### config.mk
export PLATFORM = sky130hd
export DESIGN_NAME = utf8_stream_decoder_top
export DESIGN_NICKNAME = d
export VERILOG_FILES = /design/src/rtl/u8sd_pkg.sv /design/src/rtl/utf8_stream_decoder_top.sv
export VERILOG_INCLUDE_DIRS = /design/src /design/src/rtl
export SDC_FILE = /design/constraint.sdc
export NUM_CORES = 1
export LEC_CHECK = 0
export BUFFER_PORTS_ARGS = -buffer_cell sky130_fd_sc_hd__buf_4
export CAP_MARGIN = 30
export CORE_ASPECT_RATIO = 0.5
export CORE_MARGIN = 5
export CORE_UTILIZATION = 54
export CTS_CLUSTER_SIZE = 20
export DETAILED_ROUTE_END_ITERATION = 7
export PLACE_DENSITY = 0.84
export SLEW_MARGIN = 30
export SYNTH_ARGS = -nofsm -noshare
export SYNTH_HDL_FRONTEND = slang
export SYNTH_SLANG_ARGS = --single-unit
### constraint.sdc
create_clock -name clk -period 3.6 [get_ports clk]
set_clock_uncertainty 0.05 [all_clocks]
set_input_delay 0 -clock clk [delete_from_list [all_inputs] [get_ports clk]]
set_output_delay 0 -clock clk [all_outputs]
set_load 0.05 [all_outputs]
### src/rtl/assert_macros.svh
// Assertion macros used by the RTL top level
`ifndef ASSERT_MACROS_SVH
`define ASSERT_MACROS_SVH

// Same-cycle implication, disabled while reset is asserted
`define ASSERT_IMPL(label, clk, rst_n, ante, cons) \
    label: assert property (@(posedge clk) disable iff (!rst_n) (ante) |-> (cons)) \
        else $error("assertion failed");

// Next-cycle implication, disabled while reset is asserted
`define ASSERT_NEXT(label, clk, rst_n, ante, cons) \
    label: assert property (@(posedge clk) disable iff (!rst_n) (ante) |=> (cons)) \
        else $error("assertion failed");

`endif

### src/rtl/u8sd_pkg.sv
// Types and constants for the UTF-8 stream decoder
`timescale 1ns / 1ps

package u8sd_pkg;

    localparam int unsigned CP_W = 21;

    localparam logic [CP_W-1:0] REPLACEMENT_CHAR = 21'h00FFFD;

    // Outcome of decoding one byte against the current sequence state
    typedef struct packed {
        logic            emit;
        logic [CP_W-1:0] code_point;
        logic            last;
        logic [1:0]      pending;
        logic [CP_W-1:0] partial;
        logic            bad;
    } dec_t;

endpackage

### src/rtl/utf8_stream_decoder_top.sv
// UTF-8 byte stream to code point decoder, top level
//
//  channel | valid      | stall      | payload
//  --------+------------+------------+---------------------------
//  byte    | byte_valid | byte_stall | data_byte, end_of_string
//  cp      | cp_valid   | cp_stall   | code_point, last_result
//
// One byte per cycle while byte_stall is low: input register, one decode step,
// result register; each code point is offered from the result register.
// A byte that ends no sequence yields no result and never waits on cp_stall.
// A byte that yields a result holds in the input register while the result
// register is full and stalled; byte_stall follows that condition.
// rst_n clears the sequence state and both valid flags asynchronously.
`timescale 1ns / 1ps
`include "assert_macros.svh"

module utf8_stream_decoder_top
    import u8sd_pkg::*;
(
    input  logic            clk,
    input  logic            rst_n,
    input  logic            byte_valid,
    output logic            byte_stall,
    input  logic [7:0]      data_byte,
    input  logic            end_of_string,
    output logic            cp_valid,
    input  logic            cp_stall,
    output logic [CP_W-1:0] code_point,
    output logic            last_result
);

    logic            s1_valid_reg;
    logic [7:0]      byte_reg;
    logic            eos_reg;

    logic [1:0]      pending_reg;
    logic [CP_W-1:0] partial_reg;
    logic            bad_reg;

    logic            out_valid_reg;
    logic [CP_W-1:0] cp_reg;
    logic            last_reg;

    dec_t            dec;
    logic            out_free;
    logic            s1_go;
    logic            s1_fire;
    logic            byte_xfer;

    always_comb
    begin
        logic            not_cont;
        logic [1:0]      pend_dec;
        logic            bad_acc;
        logic [CP_W-1:0] part_acc;

        not_cont = (byte_reg[7:6] != 2'b10);
        pend_dec = pending_reg - 2'd1;
        bad_acc  = bad_reg | not_cont;
        part_acc = bad_acc ? partial_reg : {partial_reg[CP_W-7:0], byte_reg[5:0]};

        dec.emit       = 1'b0;
        dec.code_point = REPLACEMENT_CHAR;
        dec.last       = eos_reg;
        dec.pending    = pending_reg;
        dec.partial    = partial_reg;
        dec.bad        = bad_reg;

        if (pending_reg == 2'd0)
        begin
            if (byte_reg[7] == 1'b0)
            begin
                dec.emit       = 1'b1;
                dec.code_point = {{(CP_W-8){1'b0}}, byte_reg};
            end
            else if (byte_reg[7:5] == 3'b110 || byte_reg[7:4] == 4'b1110
                     || byte_reg[7:3] == 5'b11110)
            begin
                if (eos_reg)
                begin
                    // lead cut short by the end mark
                    dec.emit    = 1'b1;
                    dec.pending = 2'd0;
                    dec.partial = '0;
                    dec.bad     = 1'b0;
                end
                else
                begin
                    dec.bad = 1'b0;
                    if (byte_reg[7:5] == 3'b110)
                    begin
                        dec.pending = 2'd1;
                        dec.partial = {{(CP_W-5){1'b0}}, byte_reg[4:0]};
                    end
                    else if (byte_reg[7:4] == 4'b1110)
                    begin
                        dec.pending = 2'd2;
                        dec.partial = {{(CP_W-4){1'b0}}, byte_reg[3:0]};
                    end
                    else
                    begin
                        dec.pending = 2'd3;
                        dec.partial = {{(CP_W-3){1'b0}}, byte_reg[2:0]};
                    end
                end
            end
            else
            begin
                // byte that cannot lead
                dec.emit = 1'b1;
            end
        end
        else
        begin
            if (pend_dec == 2'd0)
            begin
                dec.emit       = 1'b1;
                dec.code_point = bad_acc ? REPLACEMENT_CHAR : part_acc;
                dec.pending    = 2'd0;
                dec.partial    = '0;
                dec.bad        = 1'b0;
            end
            else if (eos_reg)
            begin
                dec.emit    = 1'b1;
                dec.pending = 2'd0;
                dec.partial = '0;
                dec.bad     = 1'b0;
            end
            else
            begin
                dec.pending = pend_dec;
                dec.partial = part_acc;
                dec.bad     = bad_acc;
            end
        end
    end

    assign out_free   = !out_valid_reg || !cp_stall;
    assign s1_go      = !dec.emit || out_free;
    assign s1_fire    = s1_valid_reg && s1_go;
    assign byte_stall = s1_valid_reg && !s1_go;
    assign byte_xfer  = byte_valid && !byte_stall;

    always_ff @(posedge clk or negedge rst_n)
    begin
        if (!rst_n)
        begin
            s1_valid_reg  <= 1'b0;
            pending_reg   <= 2'd0;
            partial_reg   <= '0;
            bad_reg       <= 1'b0;
            out_valid_reg <= 1'b0;
        end
        else
        begin
            if (byte_xfer)
                s1_valid_reg <= 1'b1;
            else if (s1_fire)
                s1_valid_reg <= 1'b0;

            if (s1_fire)
            begin
                pending_reg <= dec.pending;
                partial_reg <= dec.partial;
                bad_reg     <= dec.bad;
            end

            if (s1_fire && dec.emit)
                out_valid_reg <= 1'b1;
            else if (!cp_stall)
                out_valid_reg <= 1'b0;
        end
    end

    always_ff @(posedge clk)
    begin
        if (byte_xfer)
        begin
            byte_reg <= data_byte;
            eos_reg  <= end_of_string;
        end
        if (s1_fire && dec.emit)
        begin
            cp_reg   <= dec.code_point;
            last_reg <= dec.last;
        end
    end

    assign cp_valid    = out_valid_reg;
    assign code_point  = cp_reg;
    assign last_result = last_reg;

    `ASSERT_IMPL(a_stall_needs_item, clk, rst_n, byte_stall, s1_valid_reg)
    `ASSERT_IMPL(a_four_byte_partial, clk, rst_n, pending_reg == 2'd3,
                 partial_reg[CP_W-1:3] == '0)
    `ASSERT_NEXT(a_eos_goes_idle, clk, rst_n, s1_fire && eos_reg, pending_reg == 2'd0)

endmodule
### Yosys cells after proc, flatten, opt, wreduce, memory -nomap -nowiden

Cells that the tools add are included.

| cells by class | value |
|---|---|
| shift operators | 0 |
| magnitude comparators | 0 |
| eq/ne operators | 7 |
| div/mod/pow operators | 0 |
| mux-type cells | 21 |
| $add $sub $neg | 1 |
| reduce and logical (&&, ||, !) cells | 17 |
| $mul | 0 |
| bitwise logic cells | 1 |

Operators with widths:

| kind | count |
|---|---|
| $mux 24 | 6 |
| $mux 21 | 3 |
| $mux 22 | 2 |
| $mux 23 | 1 |
| $mux 16 | 1 |
| $mux 1 | 8 |
| $eq 5x5->1 const B | 1 |
| $logic_not 1->1 | 5 |
| $eq 4x4->1 const B | 1 |
| $logic_and 1x1->1 | 4 |
| $logic_not 2->1 | 2 |
| $logic_or 1x1->1 | 4 |
| $ne 2x1->1 const B | 2 |
| $ne 2x2->1 const B | 2 |
| $eq 3x3->1 const B | 1 |
| $reduce_and 3->1 | 1 |
| $reduce_bool 2->1 | 1 |
| $sub 2x1->2 const B | 1 |
| $or 1x1->1 | 1 |

| storage, ports and cells | value |
|---|---|
| memory bits (writable) | 0 |
| bits of input ports | 13 |
| output and inout port bits | 24 |
| bits in latches | 0 |
| flip-flop bits (word level) | 57 |
| bits in read-only memories | 0 |
| memories kept | 0 |

### Longest topological paths before layout

| logic depth | value |
|---|---|
| word-level depth | 13 |
| gate-level depth with buffers | 7 |
| depth with buffers taken out | 6 |

### Worst setup path before layout

OpenSTA, ideal clock, no wires.

| path | value |
|---|---|
| path kind | reg2reg |
| from | register pending_reg[1] |
| to | register cp_reg[0], in the netlist code_point[0] (enable) |
| stages on the path, launching flop included | 6 |
| path buffers | 0 |
| library setup time | 0.408 ns |
| slack | 0.994 ns |
| arrival | 2.148 ns |
| cells stage by stage | dfrtp_1 inv_1 ha_1 nor2b_1 o41ai_1 a21oi_1 |

| on the way | value |
|---|---|
| cells in the longest elaborated chain, start to end | 8 |
| elaborated cells between the ends (all ways) | 9 |
| those cells by class | add/sub (1); mux (2); reduce/logical (6) |

Ends and longest elaborated chain:

| item | RTL line | text |
|---|---|---|
| start: declaration | utf8_stream_decoder_top.sv:36 | `logic [1:0] pending_reg;` |
| start signal: assignment | utf8_stream_decoder_top.sv:164 | `pending_reg <= dec.pending;` |
| $sub 2x1->2 | utf8_stream_decoder_top.sv:58 | `pend_dec = pending_reg - 2'd1;` |
| $logic_not 2->1 | utf8_stream_decoder_top.sv:115 | `if (pend_dec == 2'd0)` |
| $mux 1 | utf8_stream_decoder_top.sv:115 |  |
| $mux 22 (*) | utf8_stream_decoder_top.sv:69 | `if (pending_reg == 2'd0)` |
| $logic_not 1->1 | utf8_stream_decoder_top.sv:140 | `assign s1_go = !dec.emit \|\| out_free;` |
| $logic_or 1x1->1 | utf8_stream_decoder_top.sv:140 |  |
| $logic_and 1x1->1 | utf8_stream_decoder_top.sv:141 | `assign s1_fire = s1_valid_reg && s1_go;` |
| $logic_and 1x1->1 (*) | utf8_stream_decoder_top.sv:183 | `if (s1_fire && dec.emit)` |
| end signal: assignment | utf8_stream_decoder_top.sv:185 | `cp_reg <= dec.code_point;` |
| end: declaration | utf8_stream_decoder_top.sv:41 | `logic [CP_W-1:0] cp_reg;` |

Every way passes the cells marked *; elsewhere a longest branch is shown, timed or not.
A chain may end at the register's enable or synchronous reset.

### Final worst setup path

| path | value |
|---|---|
| from | register pending_reg[0] |
| to | register byte_reg[2] (enable) |

| on the way | value |
|---|---|
| cells in the longest elaborated chain, start to end | 10 |
| elaborated cells between the ends (all ways) | 11 |
| those cells by class | add/sub (1); mux (2); reduce/logical (8) |

Ends and longest elaborated chain:

| item | RTL line | text |
|---|---|---|
| $sub 2x1->2 | utf8_stream_decoder_top.sv:58 |  |
| $logic_not 2->1 | utf8_stream_decoder_top.sv:115 |  |
| $mux 1 | utf8_stream_decoder_top.sv:115 |  |
| $mux 22 (*) | utf8_stream_decoder_top.sv:69 |  |
| $logic_not 1->1 (*) | utf8_stream_decoder_top.sv:140 |  |
| $logic_or 1x1->1 (*) | utf8_stream_decoder_top.sv:140 |  |
| $logic_not 1->1 (*) | utf8_stream_decoder_top.sv:142 | `assign byte_stall = s1_valid_reg && !s1_go;` |
| $logic_and 1x1->1 (*) | utf8_stream_decoder_top.sv:142 |  |
| $logic_not 1->1 (*) | utf8_stream_decoder_top.sv:143 | `assign byte_xfer = byte_valid && !byte_stall;` |
| $logic_and 1x1->1 (*) | utf8_stream_decoder_top.sv:143 |  |
| net byte_xfer | utf8_stream_decoder_top.sv:48 | `logic byte_xfer;` |
| end signal: assignment | utf8_stream_decoder_top.sv:180 | `byte_reg <= data_byte;` |
| end: declaration | utf8_stream_decoder_top.sv:33 | `logic [7:0] byte_reg;` |

Mark *: on every way through the listed nets, which the timed path passes. The rest lies on a longest branch.

==> results.md <==
* WP data required at 3500 ps
* Placeable core region at 3550 µm²
* Initial Util at 58.0%
* Avg Synthesized Cell Area at 14.8 µm²
* Post-Syn Area at 2060 µm²
* Most frequent cells in the layout: buf_4, edfxtp_1, dfrtp_1
* DRC at 0
* Layout Nets at 204
* Worst path top cell family by delay: simple AND/OR/NAND/NOR gates
* Wire length per cell at 16.0 µm
* Cell Rows at 15
* Worst Path Max Fanout at 14
* # IOs at 37
* Initial antenna violation count at 0
* Number of synthesized register bits at 51
* CTS max path bufs at 2
* PD cells at 720 nW/µm²
* TNS Setup at 0 ps
* Hold WC Path Type: primary input to asynchronous set/reset pin
* Area of the multi-input gates at 579 µm²
* DRT Wirelength at 3860 µm
* Hpwl dp at 2740 µm
* Max FFs per register at 21
* Via count at 1,304
* Status: complete, no violations
* # fillers at 225
* Total CTS buffers at 5
* Largest net degree at the start of global routing at 23
* Fmax at 328 MHz
* Crit share post-route at 84.7%
* Max-Cap Viols at 0
* Critical Path Sink Type: flop
* TritonRoute pass-1 iters at 4
* Yosys warning count at 0
* CP arrival at 2950 ps
* Die W at 97.3 µm
* Worst Tran Pin Value at 727 ps
* Synth area leaders: edfxtp_1, dfrtp_1, a22o_1
* Die Ht at 53.6 µm
* Cell count after synthesis at 139
* # setup viols final at 0
* GR Overflow Total at 0
* Worst path slowest cell: o41ai_1
* Worst Path Buf+Inv at 1
* I/O Buffers at 36
* Pins Over Slew Limit at 0
* Share of layout cells above drive strength 1 at 30.0%
* # clock sinks at 51
* Crit path kind: flop to flop
* Die ar. at 5220 µm²
* Hold Slack at 57.1 ps
* Period minus WS final at 3050 ps
* CTS clk-pin slew, worst paths at 90 ps
* ANT nets after route at 0
* Initial DRC Count at 81
* Most used cell, CP: nor2b_1
* CP Cell Sequence: inv_1, ha_1, nor2b_1, o41ai_1, nor2_1, nor2b_1
* Clock Latency Late Sink at 300 ps
* Critical Path Start Type: flop
* Slew headroom at 51.4%
* # resized after CTS at 0
* N_diodes at 0
* Syn_nets at 154
* CTS root buf: clkbuf_8
* Commonest non-fill, non-tap cell in the layout: buf_4
* CP max stage delay at 710 ps
* Unique masters post-synth at 34
* Post-synth top area share at 45.3%
* Vias in the first global route at 1,287
* Maximum level of the CTS H-tree at 2
* Setup WS post-layout at 550 ps
* Register area at 1430 µm²
* Maximum vdd drop at 0.000298 V
* First-pass GRT wire length at 6370 µm
* Sequential fraction of the synthesis area at 69.6%
* Leakage at 1.05 nW
* Total GRT Usage at 16.2%
* Vias per cell at 5.41
* Place WS at 552 ps
* Leading area contributor after synthesis: edfxtp_1
* Synthesis-to-layout area growth at 25.5%
* RSZ-0062 raised after global routing: false
* Endpoints failing hold at 0
* Final core occ at 72.8%
* Gp weighted congestion at 0.864
* TritonCTS clock tree: done
[repair_timing]
item / in CTS / in global routing
setup buffers: 0 / 0
hold endpoints to repair: 31 / 0
hold buffers: 12 / 0
[synth_stat cells, drive strengths merged]
| cell type | instances |
|---|---|
| a21boi | 1 |
| a21oi | 2 |
| a22o | 13 |
| a22oi | 1 |
| a32o | 3 |
| and2 | 2 |
| and3 | 5 |
| and4 | 1 |
| buf | 4 |
| clkbuf | 2 |
| dfrtp | 20 |
| edfxtp | 31 |
| ha | 2 |
| inv | 3 |
| nand2 | 6 |
| nand2b | 3 |
| nor2 | 3 |
| nor2b | 4 |
| nor3 | 2 |
| nor3b | 1 |
| nor4 | 2 |
| o21a | 9 |
| o21ai | 4 |
| o22a | 1 |
| o2bb2ai | 1 |
| o41ai | 2 |
| or2 | 9 |
| or3 | 1 |
| or3b | 1 |
[power breakdown]
group          internal (mW)  switching [mW]  total, mW
Combinational          0.234           0.444      0.678
Clock                  0.144           0.196      0.340
Sequential             0.770          0.0712      0.841
Total                   1.15           0.711       1.86
[per-layer routing]
metal	global-route usage (%)	part of all wire, %	up-vias
li1	-	-	625
met4	9.20	1.5	0
met3	4.40	7.4	7
met5	0	0	-
met1	21.1	46	624
met2	25.5	46	48
[cell type report]
type                       count  share of cell area, %
clock buffer                   5                   2.67
clock inverter                 3                   1.11
inverter                       3                  0.436
multi-input combinational     79                   22.4
sequential                    51                   55.5
tap                           51                   2.47
timing repair buffer          49                   15.4
[path summary, 6_finish.rpt]
| kind | start | end | slack (ps) | cells after the start |
|---|---|---|---|---|
| worst max-delay path | pending_reg[0]$_DFFE_PN0P_ | byte_reg[2]$_DFFE_PP_ | 550 | 6 |
| worst min-delay path | rst_n | s1_valid_reg$_DFFE_PN0P_ | 60 | 2 |
| worst max register to register | pending_reg[0]$_DFFE_PN0P_ | byte_reg[2]$_DFFE_PP_ | 550 | 6 |
| worst min register to register | partial_reg[11]$_DFFE_PN0P_ | partial_reg[11]$_DFFE_PN0P_ | 460 | 1 |
| max in group asynchronous | rst_n | partial_reg[1]$_DFFE_PN0P_ | 3230 | 2 |
| min in group clk | data_byte[1] | byte_reg[1]$_DFFE_PP_ | 350 | 2 |
[metrics by stage]
step	power (mW)	area, µm²	std cells
final	1.86	2580	241
after detailed placement	1.52	2360	221
after global placement	1.50	2360	221
after floorplan	1.35	2060	139
after CTS	1.87	2580	241
after global routing	1.95	2580	241
[cell families (layout without fill, tap and decap cells)]
kind of cell | after synthesis | after routing | synth area share, %
buffers and inverters | 9 | 60 | 2.43
DFF | 51 | 51 | 69.6
and+or+nand+nor | 40 | 40 | 12.6
adders and majority gates | 2 | 2 | 1.22
AOI/OAI and AO/OA | 37 | 37 | 14.2
Power figures use the tool's default switching activity.
